### src/hw/rtl/lrr_pkg.sv
// Shared types and constants for the line rasterizer with rotation.
package lrr_pkg;

  // Default coordinate width of the logical endpoints
  localparam int COORD_BITS_DEF = 16;

  // Configuration port
  localparam int CFG_INDEX_W = 2;
  localparam int CFG_DATA_W  = 13;
  localparam int PANEL_W     = 13;

  typedef enum logic [CFG_INDEX_W-1:0] {
    CFG_ROTATION     = 2'd0,
    CFG_PANEL_WIDTH  = 2'd1,
    CFG_PANEL_HEIGHT = 2'd2
  } cfg_index_t;

  // Display rotation codes
  typedef enum logic [1:0] {
    ROT_0   = 2'd0,
    ROT_90  = 2'd1,
    ROT_180 = 2'd2,
    ROT_270 = 2'd3
  } rot_mode_t;

  // Request kinds carried in tuser
  typedef enum logic {
    REQ_START = 1'b0,
    REQ_TICK  = 1'b1
  } req_type_t;

  // Register reset values
  localparam logic [PANEL_W-1:0] PANEL_WIDTH_RST  = 13'd128;
  localparam logic [PANEL_W-1:0] PANEL_HEIGHT_RST = 13'd64;

  // Color width
  localparam int COLOR_W = 32;

endpackage

### src/hw/rtl/line_rasterizer_with_rotation.sv
// Bresenham line rasterizer with display rotation: top level.
// The pixel of an accepted start or tick item is written into the queue, then
// rotated into the output register that drives m_tvalid.
// One item is taken per cycle while the queue has room (s_tready); a tick
// with no active line gives no pixel. A two-entry queue and the output register
// absorb stalls. Synchronous active-high reset idles the line, empties the
// queue and output, and sets rotation 0 and a 128 by 64 panel.
module line_rasterizer_with_rotation #(
  parameter int COORD_BITS = lrr_pkg::COORD_BITS_DEF
) (
  input  logic                                        clk,
  input  logic                                        rst,
  input  logic                                        cfg_wr_en,
  input  logic [lrr_pkg::CFG_INDEX_W-1:0]             cfg_index,
  input  logic [lrr_pkg::CFG_DATA_W-1:0]              cfg_wr_data,
  input  logic                                        s_tvalid,
  output logic                                        s_tready,
  // start_x, start_y, end_x, end_y, pixel_color (low bit up)
  input  logic [((4*COORD_BITS+32+7)/8)*8-1:0]        s_tdata,
  // req_type
  input  logic                                        s_tuser,
  output logic                                        m_tvalid,
  input  logic                                        m_tready,
  // pixel_x, pixel_y, out_color (low bit up)
  output logic [((2*(COORD_BITS+1)+32+7)/8)*8-1:0]    m_tdata,
  // last_pixel
  output logic                                        m_tlast
);

  localparam int QW = 2*COORD_BITS + lrr_pkg::COLOR_W + 1;

  logic          push, push_ready, pop, pop_valid;
  logic [QW-1:0] push_data, pop_data;

  lrr_front #(.COORD_BITS(COORD_BITS)) u_front (
    .clk        (clk),
    .rst        (rst),
    .s_tvalid   (s_tvalid),
    .s_tready   (s_tready),
    .s_tdata    (s_tdata),
    .s_tuser    (s_tuser),
    .push       (push),
    .push_data  (push_data),
    .push_ready (push_ready)
  );

  lrr_queue #(.WIDTH(QW)) u_queue (
    .clk        (clk),
    .rst        (rst),
    .push       (push),
    .push_data  (push_data),
    .push_ready (push_ready),
    .pop        (pop),
    .pop_data   (pop_data),
    .pop_valid  (pop_valid)
  );

  lrr_back #(.COORD_BITS(COORD_BITS)) u_back (
    .clk         (clk),
    .rst         (rst),
    .cfg_wr_en   (cfg_wr_en),
    .cfg_index   (cfg_index),
    .cfg_wr_data (cfg_wr_data),
    .pop_valid   (pop_valid),
    .pop_data    (pop_data),
    .pop         (pop),
    .m_tvalid    (m_tvalid),
    .m_tready    (m_tready),
    .m_tdata     (m_tdata),
    .m_tlast     (m_tlast)
  );

endmodule

### src/hw/rtl/lrr_front.sv
// Front end: takes start and tick items and runs the Bresenham stepper.
module lrr_front #(
  parameter int COORD_BITS = lrr_pkg::COORD_BITS_DEF
) (
  input  logic                                      clk,
  input  logic                                      rst,
  input  logic                                      s_tvalid,
  output logic                                      s_tready,
  // start_x, start_y, end_x, end_y, pixel_color (low bit up)
  input  logic [((4*COORD_BITS+32+7)/8)*8-1:0]      s_tdata,
  // req_type
  input  logic                                      s_tuser,
  output logic                                      push,
  // x, y, color, last (low bit up)
  output logic [2*COORD_BITS+lrr_pkg::COLOR_W:0]    push_data,
  input  logic                                      push_ready
);

  localparam int CW  = COORD_BITS;
  localparam int DW  = CW + 1;
  localparam int EW  = CW + 3;
  localparam int E2W = CW + 4;

  // Line state
  logic signed [CW-1:0]  cursor_x, cursor_y, target_x, target_y;
  logic [DW-1:0]         delta_x_abs;
  logic signed [DW-1:0]  delta_y_neg;
  logic                  step_x_neg, step_y_neg;
  logic signed [EW-1:0]  error_term;
  logic [lrr_pkg::COLOR_W-1:0] line_color;
  logic                  line_active;

  // Unpacked item fields
  logic signed [CW-1:0]  in_sx, in_sy, in_ex, in_ey;
  logic [lrr_pkg::COLOR_W-1:0] in_color;
  logic                  is_start, accept;

  // Start setup
  logic signed [DW-1:0]  dx_s, dy_s;
  logic [DW-1:0]         dxa_s;
  logic signed [DW-1:0]  dyn_s;
  logic signed [EW-1:0]  err_s;

  // Tick step
  logic signed [E2W-1:0] e2;
  logic                  x_go, y_go;
  logic signed [EW-1:0]  dyn_e, dxa_e, err_next;
  logic signed [CW-1:0]  nx, ny, x_inc, y_inc;

  // Result
  logic signed [CW-1:0]  res_x, res_y, res_tx, res_ty;
  logic [lrr_pkg::COLOR_W-1:0] res_color;
  logic                  done;

  assign in_sx    = s_tdata[0*CW +: CW];
  assign in_sy    = s_tdata[1*CW +: CW];
  assign in_ex    = s_tdata[2*CW +: CW];
  assign in_ey    = s_tdata[3*CW +: CW];
  assign in_color = s_tdata[4*CW +: lrr_pkg::COLOR_W];
  assign is_start = (lrr_pkg::req_type_t'(s_tuser) == lrr_pkg::REQ_START);

  assign s_tready = push_ready;
  assign accept   = s_tvalid && s_tready;

  // Set up deltas and error for a new line
  always_comb begin
    dx_s  = DW'(in_ex) - DW'(in_sx);
    dy_s  = DW'(in_ey) - DW'(in_sy);
    dxa_s = dx_s[DW-1] ? DW'(-dx_s) : DW'(dx_s);
    dyn_s = dy_s[DW-1] ? dy_s : -dy_s;
    err_s = $signed(EW'(dxa_s)) + EW'(dyn_s);
  end

  // Advance one pixel along the active line
  always_comb begin
    e2       = {error_term, 1'b0};
    dyn_e    = EW'(delta_y_neg);
    dxa_e    = $signed(EW'(delta_x_abs));
    x_go     = (e2 >= E2W'(delta_y_neg));
    y_go     = (e2 <= $signed(E2W'(delta_x_abs)));
    x_inc    = step_x_neg ? {CW{1'b1}} : CW'(1);
    y_inc    = step_y_neg ? {CW{1'b1}} : CW'(1);
    nx       = x_go ? cursor_x + x_inc : cursor_x;
    ny       = y_go ? cursor_y + y_inc : cursor_y;
    err_next = error_term;
    if (x_go) begin
      err_next = err_next + dyn_e;
    end
    if (y_go) begin
      err_next = err_next + dxa_e;
    end
  end

  // Pick the emitted pixel
  always_comb begin
    res_x     = is_start ? in_sx : nx;
    res_y     = is_start ? in_sy : ny;
    res_tx    = is_start ? in_ex : target_x;
    res_ty    = is_start ? in_ey : target_y;
    res_color = is_start ? in_color : line_color;
    done      = (res_x == res_tx) && (res_y == res_ty);
  end

  assign push      = accept && (is_start || line_active);
  assign push_data = {done, res_color, res_y, res_x};

  // Update line state on each accepted start, and on accepted ticks while active
  always_ff @(posedge clk) begin
    if (rst) begin
      line_active <= 1'b0;
    end else if (accept) begin
      if (is_start) begin
        cursor_x    <= in_sx;
        cursor_y    <= in_sy;
        target_x    <= in_ex;
        target_y    <= in_ey;
        delta_x_abs <= dxa_s;
        delta_y_neg <= dyn_s;
        step_x_neg  <= !(in_sx < in_ex);
        step_y_neg  <= !(in_sy < in_ey);
        error_term  <= err_s;
        line_color  <= in_color;
        line_active <= !done;
      end else if (line_active) begin
        cursor_x    <= nx;
        cursor_y    <= ny;
        error_term  <= err_next;
        line_active <= !done;
      end
    end
  end

endmodule

### src/hw/rtl/lrr_queue.sv
// Two-entry queue between the stepper and the rotation stage.
module lrr_queue #(
  parameter int WIDTH = 8
) (
  input  logic             clk,
  input  logic             rst,
  input  logic             push,
  input  logic [WIDTH-1:0] push_data,
  output logic             push_ready,
  input  logic             pop,
  output logic [WIDTH-1:0] pop_data,
  output logic             pop_valid
);

  logic [WIDTH-1:0] mem [2];
  logic             wr_ptr, rd_ptr;
  logic [1:0]       count;

  assign push_ready = (count != 2'd2);
  assign pop_valid  = (count != 2'd0);
  assign pop_data   = mem[rd_ptr];

  // Store pushed items
  always_ff @(posedge clk) begin
    if (push) begin
      mem[wr_ptr] <= push_data;
    end
  end

  // Track pointers and fill level
  always_ff @(posedge clk) begin
    if (rst) begin
      wr_ptr <= 1'b0;
      rd_ptr <= 1'b0;
      count  <= 2'd0;
    end else begin
      if (push) begin
        wr_ptr <= ~wr_ptr;
      end
      if (pop) begin
        rd_ptr <= ~rd_ptr;
      end
      count <= count + {1'b0, push} - {1'b0, pop};
    end
  end

`ifndef SYNTHESIS
  a_count_range: assert property (@(posedge clk) disable iff (rst)
    count <= 2'd2) else $error("queue fill level out of range");
  a_no_overflow: assert property (@(posedge clk) disable iff (rst)
    push |-> count != 2'd2) else $error("push into full queue");
  a_no_underflow: assert property (@(posedge clk) disable iff (rst)
    pop |-> count != 2'd0) else $error("pop from empty queue");
  a_ptr_gap: assert property (@(posedge clk) disable iff (rst)
    (count == 2'd0 || count == 2'd2) |-> wr_ptr == rd_ptr)
    else $error("queue pointers disagree with fill level");
`endif

endmodule

### src/hw/rtl/lrr_back.sv
// Back end: holds configuration, rotates pixels and drives the output register.
module lrr_back #(
  parameter int COORD_BITS = lrr_pkg::COORD_BITS_DEF
) (
  input  logic                                        clk,
  input  logic                                        rst,
  input  logic                                        cfg_wr_en,
  input  logic [lrr_pkg::CFG_INDEX_W-1:0]             cfg_index,
  input  logic [lrr_pkg::CFG_DATA_W-1:0]              cfg_wr_data,
  input  logic                                        pop_valid,
  input  logic [2*COORD_BITS+lrr_pkg::COLOR_W:0]      pop_data,
  output logic                                        pop,
  output logic                                        m_tvalid,
  input  logic                                        m_tready,
  // pixel_x, pixel_y, out_color (low bit up)
  output logic [((2*(COORD_BITS+1)+32+7)/8)*8-1:0]    m_tdata,
  output logic                                        m_tlast
);

  localparam int CW = COORD_BITS;
  localparam int OW = CW + 1;
  localparam int MW = CW + lrr_pkg::PANEL_W + 2;
  localparam int TW = ((2*(COORD_BITS+1)+32+7)/8)*8;

  logic [1:0]                  rotation_mode;
  logic [lrr_pkg::PANEL_W-1:0] panel_width, panel_height;

  logic signed [CW-1:0]  q_x, q_y;
  logic [lrr_pkg::COLOR_W-1:0] q_color;
  logic                  q_last;
  logic signed [MW-1:0]  x_m, y_m, w_m, h_m, px_m, py_m;

  assign q_x     = pop_data[0 +: CW];
  assign q_y     = pop_data[CW +: CW];
  assign q_color = pop_data[2*CW +: lrr_pkg::COLOR_W];
  assign q_last  = pop_data[2*CW+lrr_pkg::COLOR_W];

  // Write configuration registers
  always_ff @(posedge clk) begin
    if (rst) begin
      rotation_mode <= lrr_pkg::ROT_0;
      panel_width   <= lrr_pkg::PANEL_WIDTH_RST;
      panel_height  <= lrr_pkg::PANEL_HEIGHT_RST;
    end else if (cfg_wr_en) begin
      case (lrr_pkg::cfg_index_t'(cfg_index))
        lrr_pkg::CFG_ROTATION:     rotation_mode <= cfg_wr_data[1:0];
        lrr_pkg::CFG_PANEL_WIDTH:  panel_width   <= cfg_wr_data[lrr_pkg::PANEL_W-1:0];
        lrr_pkg::CFG_PANEL_HEIGHT: panel_height  <= cfg_wr_data[lrr_pkg::PANEL_W-1:0];
        default: ;
      endcase
    end
  end

  // Map logical to physical coordinates
  always_comb begin
    x_m = MW'(q_x);
    y_m = MW'(q_y);
    w_m = $signed(MW'(panel_width));
    h_m = $signed(MW'(panel_height));
    unique case (lrr_pkg::rot_mode_t'(rotation_mode))
      lrr_pkg::ROT_90: begin
        px_m = w_m - MW'(1) - y_m;
        py_m = x_m;
      end
      lrr_pkg::ROT_180: begin
        px_m = w_m - MW'(1) - x_m;
        py_m = h_m - MW'(1) - y_m;
      end
      lrr_pkg::ROT_270: begin
        px_m = y_m;
        py_m = h_m - MW'(1) - x_m;
      end
      default: begin
        px_m = x_m;
        py_m = y_m;
      end
    endcase
  end

  assign pop = pop_valid && (!m_tvalid || m_tready);

  // Load the output register whenever it is free or being drained
  always_ff @(posedge clk) begin
    if (rst) begin
      m_tvalid <= 1'b0;
    end else if (!m_tvalid || m_tready) begin
      m_tvalid <= pop_valid;
    end
  end

  always_ff @(posedge clk) begin
    if (pop) begin
      m_tdata <= TW'({q_color, py_m[OW-1:0], px_m[OW-1:0]});
      m_tlast <= q_last;
    end
  end

endmodule
### config.mk
export PLATFORM = sky130hd
export DESIGN_NAME = line_rasterizer_with_rotation
export DESIGN_NICKNAME = d
export VERILOG_FILES = /design/src/hw/rtl/lrr_pkg.sv /design/src/hw/rtl/line_rasterizer_with_rotation.sv /design/src/hw/rtl/lrr_front.sv /design/src/hw/rtl/lrr_queue.sv /design/src/hw/rtl/lrr_back.sv
export SDC_FILE = /design/constraint.sdc
export NUM_CORES = 1
export LEC_CHECK = 0
export ABC_CLOCK_PERIOD_IN_PS = 6000
export BUFFER_PORTS_ARGS = -buffer_cell sky130_fd_sc_hd__clkbuf_2
export CORE_MARGIN = 8
export CORE_UTILIZATION = 40
export DETAILED_ROUTE_END_ITERATION = 6
export PLACE_DENSITY = 0.62
export SLEW_MARGIN = 0
export SYNTH_ARGS = -nofsm -noshare
export SYNTH_HDL_FRONTEND = slang
export SYNTH_SLANG_ARGS = --single-unit
### constraint.sdc
create_clock -name clk -period 6 [get_ports clk]
set_input_delay 0.3 -clock clk [delete_from_list [all_inputs] [get_ports clk]]
set_output_delay 0.3 -clock clk [all_outputs]
set_load 0.05 [all_outputs]
==> flow_summary.toml, run 1 <==
[clock_tree]
htreeDepth = 2
cts_tree = "done"
insertion_delay_ns = 0.59
cts-buffers-inserted = 44
cts_sinks = 383
cts_root_buf = "clkbuf_16"
clk_pin_slew_worst_paths_ns = 0.06
clock_path_buffers = 3

[cells_and_area]
multi_input_area_mm2 = 0.0134
drive_gt1_share_pct = 16.9
area_growth_pct = 13.7
seq_area_mm2 = 0.0112
final_nets = 2982
final_area_mm2 = 0.0289
num-fill-cells = 5933
final_util_pct = 45.9

[worst_hold_path]
min_from = "s_tdata[89]"
hp-class = "in2reg"

[critical_path]
endpoint_kind = "register"
path_class = "reg2reg"
critPathArrivalTime_ns = 5.96
start_kind = "register"
critPathLaunch = "u_front.error_term[16]"
cp_max_fo = 29
worstPathRequired_ns = 6.32
r2r-start = "u_front.error_term[16]"

[global_route]
grt_pass1_vias = 19700
grt_pass1_wl_um = 114000
track_usage_pct = 20.4
grt_max_degree = 70
overflow = 0
antenna_found_initial = 7

[sta]
post-route-period-util_pct = 94.1
tns_ns = 0
max_freq_ghz = 0.177
finalWorstSetupSlack_ns = 0.357
rsz0062_at_grt = "false"
maxSlewViolCount = 0
hold_viol_final = 0
setup_viol = 0
post-route-min-period_ns = 5.64
worst_clock_skew_ns = 0.0261
slew_headroom_pct = 31.2
worst_pin_slew_ns = 1.03

[die]
fp.dieW_um = 268
die_h_um = 268
rows = 92
core_mm2 = 0.0630
initial_utilization_pct = 40.3
ios = 192
dieArea_mm2 = 0.0718

[placed_design]
gp_congestion = 0.930
place_area_mm2 = 0.0273
portBuffers = 185
pre_cts_slack_ns = 0.239
dp_hpwl_um = 58200

[power_and_ir_drop]
switching_share_pct = 39.5
p_switching_mw = 4.39
peakVddDrop_v = 0.000195
power.internal_mw = 6.73
comb_power_share_pct = 42.6
power_frac_clock_pct = 23.9
leakage_nw = 11.5
pwr-share-seq_pct = 33.5
power_mw = 11.1
power_density_mw_per_mm2 = 385

[logic_synthesis]
yosys_warnings = 0
synth_edf_count = 348
synth_commonest_cells = "edfxtp_1 (348), nand2_1 (223), ha_1 (191)"
yosysTopAreaCell = "edfxtp_1"
async_flop_share_pct = 0
syn_area_mm2 = 0.0254
ys_seq_elements = 383
synthCells = 2472
ys_seq_area_share_pct = 43.9
ys.flop_type = "edfxtp_1"
avgSynthCellArea_um2 = 10.3
synth.area.top_cells = "edfxtp_1 (41%), ha_1 (9.4%), mux2_2 (5.1%)"
yosysTopAreaCellShare_pct = 41.2
synth.most_common_cell = "edfxtp_1"
ys_types = 101

[detailed_routing]
drc = 0
drt_pre_antenna_iters = 7
dr.max_layer_used = "met4"
drt_iter0_markers = 1753
wl_met3_um = 4870
wl_met1_um = 33000
vias = 20000
finalWirelength_um = 75600
antenna_left = 0
wl_per_cell_um = 21.3
viasPerCell = 5.64
routed-wl-met2_um = 35700

[run]
drv_cap = 0

[run_status]
status = "finished, final reports clean"
-- final timing paths --
check                      endpoint  slack (ns)  cells past startpoint
max          u_front.error_term[18]        0.36                     21
min              u_queue.mem[1][57]        0.05                      2
max reg2reg  u_front.error_term[18]        0.36                     21
min reg2reg  u_back.panel_height[9]        0.48                      2
-- state kept, by name, summed over array words and instances (netlist names), 16 cells and up, named ones only --
signal,flops
u_queue.mem,130
u_front.cursor_y,16
u_front.cursor_x,16
u_back.m_tdata,66
u_front.line_color,32
u_front.target_y,16
u_front.error_term,19
u_front.delta_y_neg,17
u_front.delta_x_abs,17
u_front.target_x,16
-- metal layers --
layer	vias to the layer above	track usage (%)
met4	0	5.89
met5	-	0
met1	9733	27.4
met2	649	33.9
met3	107	3.01
li1	9534	-
-- final cells by class --
| cell class | count | area share [%] |
|---|---|---|
| Timing Repair Buffer | 232 | 4.56 |
| Multi-Input combinational cell | 1857 | 46.3 |
| Clock buffer | 55 | 4.10 |
| Antenna cell | 5 | 0.0433 |
| Tap cell | 846 | 3.67 |
| Clock inverter | 24 | 0.815 |
| Inverter | 147 | 1.91 |
| Sequential cell | 383 | 38.6 |
-- through the flow --
step | hold WS, ns | instances
floorplan | 0.423 | 2477
global placement | 0.470 | 3451
detailed placement | 0.472 | 3451
CTS | 0.0143 | 3543
global route | 0.0182 | 3547
finish | 0.0505 | 3549
-- layout by cell type, fill, tap and decap left out, drive strengths merged, types with 26 or more instances in the layout --
cell	count
inv	149
mux2i	35
edfxtp	348
nor2	184
ha	191
buf	35
nor3	66
a21oi	151
dfxtp	35
clkbuf	239
a31oi	38
o21ai	152
nand2	224
mux2	114
xor2	77
nand3	44
nor2b	26
xnor2	102
a21o	56
-- critical path, stage by stage, from the launching register on --
cell and delay [ns]:
edfxtp_1 0.48, ha_1 0.43, a21o_1 0.21, a21o_1 0.16, a21oi_1 0.16, o31a_1 0.33, or4bb_1 0.46, nand2_1 0.22
buf_4 0.33, o21ai_0 0.17, ha_1 0.31, inv_1 0.08, o21a_1 0.21, o31ai_1 0.51, o211ai_1 0.23, a21boi_0 0.24
o21ai_0 0.11, nand2b_1 0.12, a21o_1 0.16, a221oi_1 0.09, o21ai_0 0.23, o311ai_1 0.13
-- power groups by stage --
| stage | logic (mW) | registers, mW | clock network, mW |
|---|---|---|---|
| finish | 4.74 | 3.72 | 2.66 |
| detailed placement | 4.69 | 3.78 | 0 |
| global route | 5.17 | 3.77 | 2.83 |
| global placement | 4.61 | 3.77 | 0 |
| floorplan | 2.91 | 4.31 | 0 |
| CTS | 4.72 | 3.73 | 2.72 |
-- what timing repair did --
item	in CTS	in global routing
endpoints found under the hold margin	25	0
setup endpoints to repair	0	3
hold buffers	13	0
setup buffers	0	1
gates resized for setup	0	1
-- logic make-up (layout without fill, tap and decap cells) --
group                      count (synthesis)  count (layout)  share of synthesized area, %
DFF                                      383             383                          43.9
other                                      1              11                        0.0148
and+or+nand+nor                          709             709                          13.5
buffers and inverters                    237             458                          3.69
adders and majority gates                200             200                          10.1
muxes                                    151             151                          6.66
xor gates and xnor gates                 180             180                          6.35
AOI/OAI and AO/OA                        611             611                          15.8
No activity file was read; power rests on OpenSTA's default activity.
==> inputs of run 2 (changes only) <==
--- a/config.mk
+++ b/config.mk
@@ -8,9 +8,10 @@
 export ABC_CLOCK_PERIOD_IN_PS = 6000
 export BUFFER_PORTS_ARGS = -buffer_cell sky130_fd_sc_hd__clkbuf_2
 export CORE_MARGIN = 8
-export CORE_UTILIZATION = 40
+export CORE_UTILIZATION = 30
 export DETAILED_ROUTE_END_ITERATION = 6
-export PLACE_DENSITY = 0.62
+export PLACE_DENSITY = 0.5
+export RECOVER_POWER = 100
 export SLEW_MARGIN = 0
 export SYNTH_ARGS = -nofsm -noshare
 export SYNTH_HDL_FRONTEND = slang
==> flow_summary.toml, run 2 (synthesized netlist as in run 1, its figures left out) <==
[power_and_ir_drop]
power_density_mw_per_mm2 = 397
power_mw = 11.7
peakVddDrop_v = 0.000293
leakage_nw = 11.4

[detailed_routing]
dr.max_layer_used = "met4"
wl_met1_um = 38100
viasPerCell = 5.19
drc = 0
drt_pre_antenna_iters = 7
drt_iter0_markers = 1333
wl_met3_um = 3860
finalWirelength_um = 82400
wl_per_cell_um = 21.4
routed-wl-met2_um = 38600
antenna_left = 0
vias = 20000

[critical_path]
cp_num_buf_inv = 1
worstPathRequired_ns = 6.33
crit_family = "compound AO/OA/AOI/OAI gates"
rr_worst_depth = 23
cp.depth = 23
max_stage_delay_ns = 0.52
critPathArrivalTime_ns = 5.99
cp_slowest_cell = "edfxtp_1"
start_kind = "register"
cp_max_fo = 7
path_cells = "ha_1, a21o_1, a21o_1, a21oi_1, o31a_1, or4bb_1, nand2_2, nand2_1, nand2_1, ha_1, a21o_1, a21oi_1, nor2b_1, o21a_1, o311ai_1, buf_4, a311oi_1, a22oi_2, a21oi_1, o21a_1, o21ai_0, xnor2_1, o21ai_1"
path_class = "reg2reg"
endpoint_kind = "register"

[sta]
setup_viol = 0
rsz0062_at_grt = "false"
worst_clock_skew_ns = 0.0448
post-route-min-period_ns = 5.66
hold_viol_final = 0
tns_ns = 0
worst_pin_slew_ns = 3.66
slew_headroom_pct = -144
post-route-period-util_pct = 94.3
max_freq_ghz = 0.177
hold_slack_ns = 0.0435
maxSlewViolCount = 479

[cells_and_area]
num-fill-cells = 8459
reg_top3 = "u_queue.mem: 130 flops, u_back.m_tdata: 66 flops, u_front.line_color: 32 flops"
final_nets = 2998
layout_common_cells = "edfxtp_1 (348), nand2_1 (223), ha_1 (190)"
multi_input_area_mm2 = 0.0133
seq_area_mm2 = 0.0112
layout_commonest_cell = "edfxtp_1"
final_area_mm2 = 0.0294
area_growth_pct = 15.8
drive_gt1_share_pct = 11.6
regMostFlops = "u_queue.mem"
largest_reg_flops = 130

[clock_tree]
insertion_delay_ns = 0.60
clock_path_buffers = 3
cts_root_buf = "clkbuf_16"
cts-buffers-inserted = 49
htreeDepth = 2
cts_sinks = 383
cts_tree = "done"
clk_pin_slew_worst_paths_ns = 0.06
cts_setup_buffers = 0

[placed_design]
portBuffers = 185
dp_hpwl_um = 63600
gp_congestion = 0.905
place_area_mm2 = 0.0278

[global_route]
overflow = 0
track_usage_pct = 16.8
grt_max_degree = 114
antenna_found_initial = 3
grt_pass1_vias = 19800
grt_pass1_wl_um = 123000

[run_status]
status = "complete, but fails checks"
violations = "capacitance limit, slew limit"

[die]
dieArea_mm2 = 0.0942
core_mm2 = 0.0837
fp.dieW_um = 307
ios = 192
initial_utilization_pct = 30.3
die_h_um = 307
rows = 106

[worst_hold_path]
hp-class = "in2reg"
hold_depth = 3

[run]
drv_cap = 8
## run 2: cell count changes in the layout (fill, tap and decap cells not counted), moves of 3 or more
cell,previous run,this run
and2_0,0,4
mux2_2,114,56
diode_2,5,2
clkbuf_16,45,54
nor3_1,60,65
mux2_1,0,58
buf_4,34,22
nor3_2,5,1
clkbuf_1,8,100
clkbuf_2,184,111
and2_1,11,8
bufinv_16,3,8
clkinv_2,7,11
## run 2: power breakdown
part	switching, mW	internal, mW	total, mW
Clock	1.19	1.97	3.15
Sequential	0.208	3.55	3.75
Combinational	3.14	1.61	4.75
Total	4.54	7.12	11.7
## run 2: routing by layer
metal,GRT usage (%),up-vias
met2,27.9,491
met4,4.14,0
met3,2.41,82
met1,23.1,9844
li1,-,9584
met5,0,-
## run 2: worst min-delay path, cell delays in order
cell	delay (ns)
clkbuf_2	0.07
nand2b_1	0.12
a21oi_1	0.07
## run 2: worst paths after layout
| path | from | end | slack [ns] |
|---|---|---|---|
| max | u_front.error_term[16] | u_front.error_term[17] | 0.34 |
| max reg2reg | u_front.error_term[16] | u_front.error_term[17] | 0.34 |
| min | m_tready | u_back.m_tvalid | 0.04 |
| min reg2reg | u_back.panel_height[12] | u_back.panel_height[12] | 0.50 |
## run 2: what timing repair did
action / CTS / global route
endpoints found under the setup margin: 0 / 4
resized for setup: 0 / 12
hold buffers: 13 / 0
endpoints found under the hold margin: 27 / 0
## run 2: area by class of cell
| class | count | share of cell area (%) |
|---|---|---|
| Multi-Input combinational cell | 1857 | 45.2 |
| Sequential cell | 383 | 38.0 |
| Tap cell | 1134 | 4.83 |
| Clock buffer | 59 | 4.66 |
| Timing Repair Buffer | 243 | 4.19 |
| Inverter | 147 | 1.88 |
| Clock inverter | 31 | 1.23 |
| Antenna cell | 2 | 0.0170 |
## run 2: through the flow
| step | util [%] | std cells | worst slack [ns] |
|---|---|---|---|
| 2_1_floorplan | - | 2477 | 0.463 |
| 3_3_place_gp | 33.2 | 3751 | 0.124 |
| 5_1_grt | 35.1 | 3856 | 0.0451 |
| 3_5_place_dp | 33.2 | 3751 | 0.117 |
| 4_1_cts | 35.4 | 3854 | 0.102 |
| 6_report | 35.1 | 3856 | 0.339 |
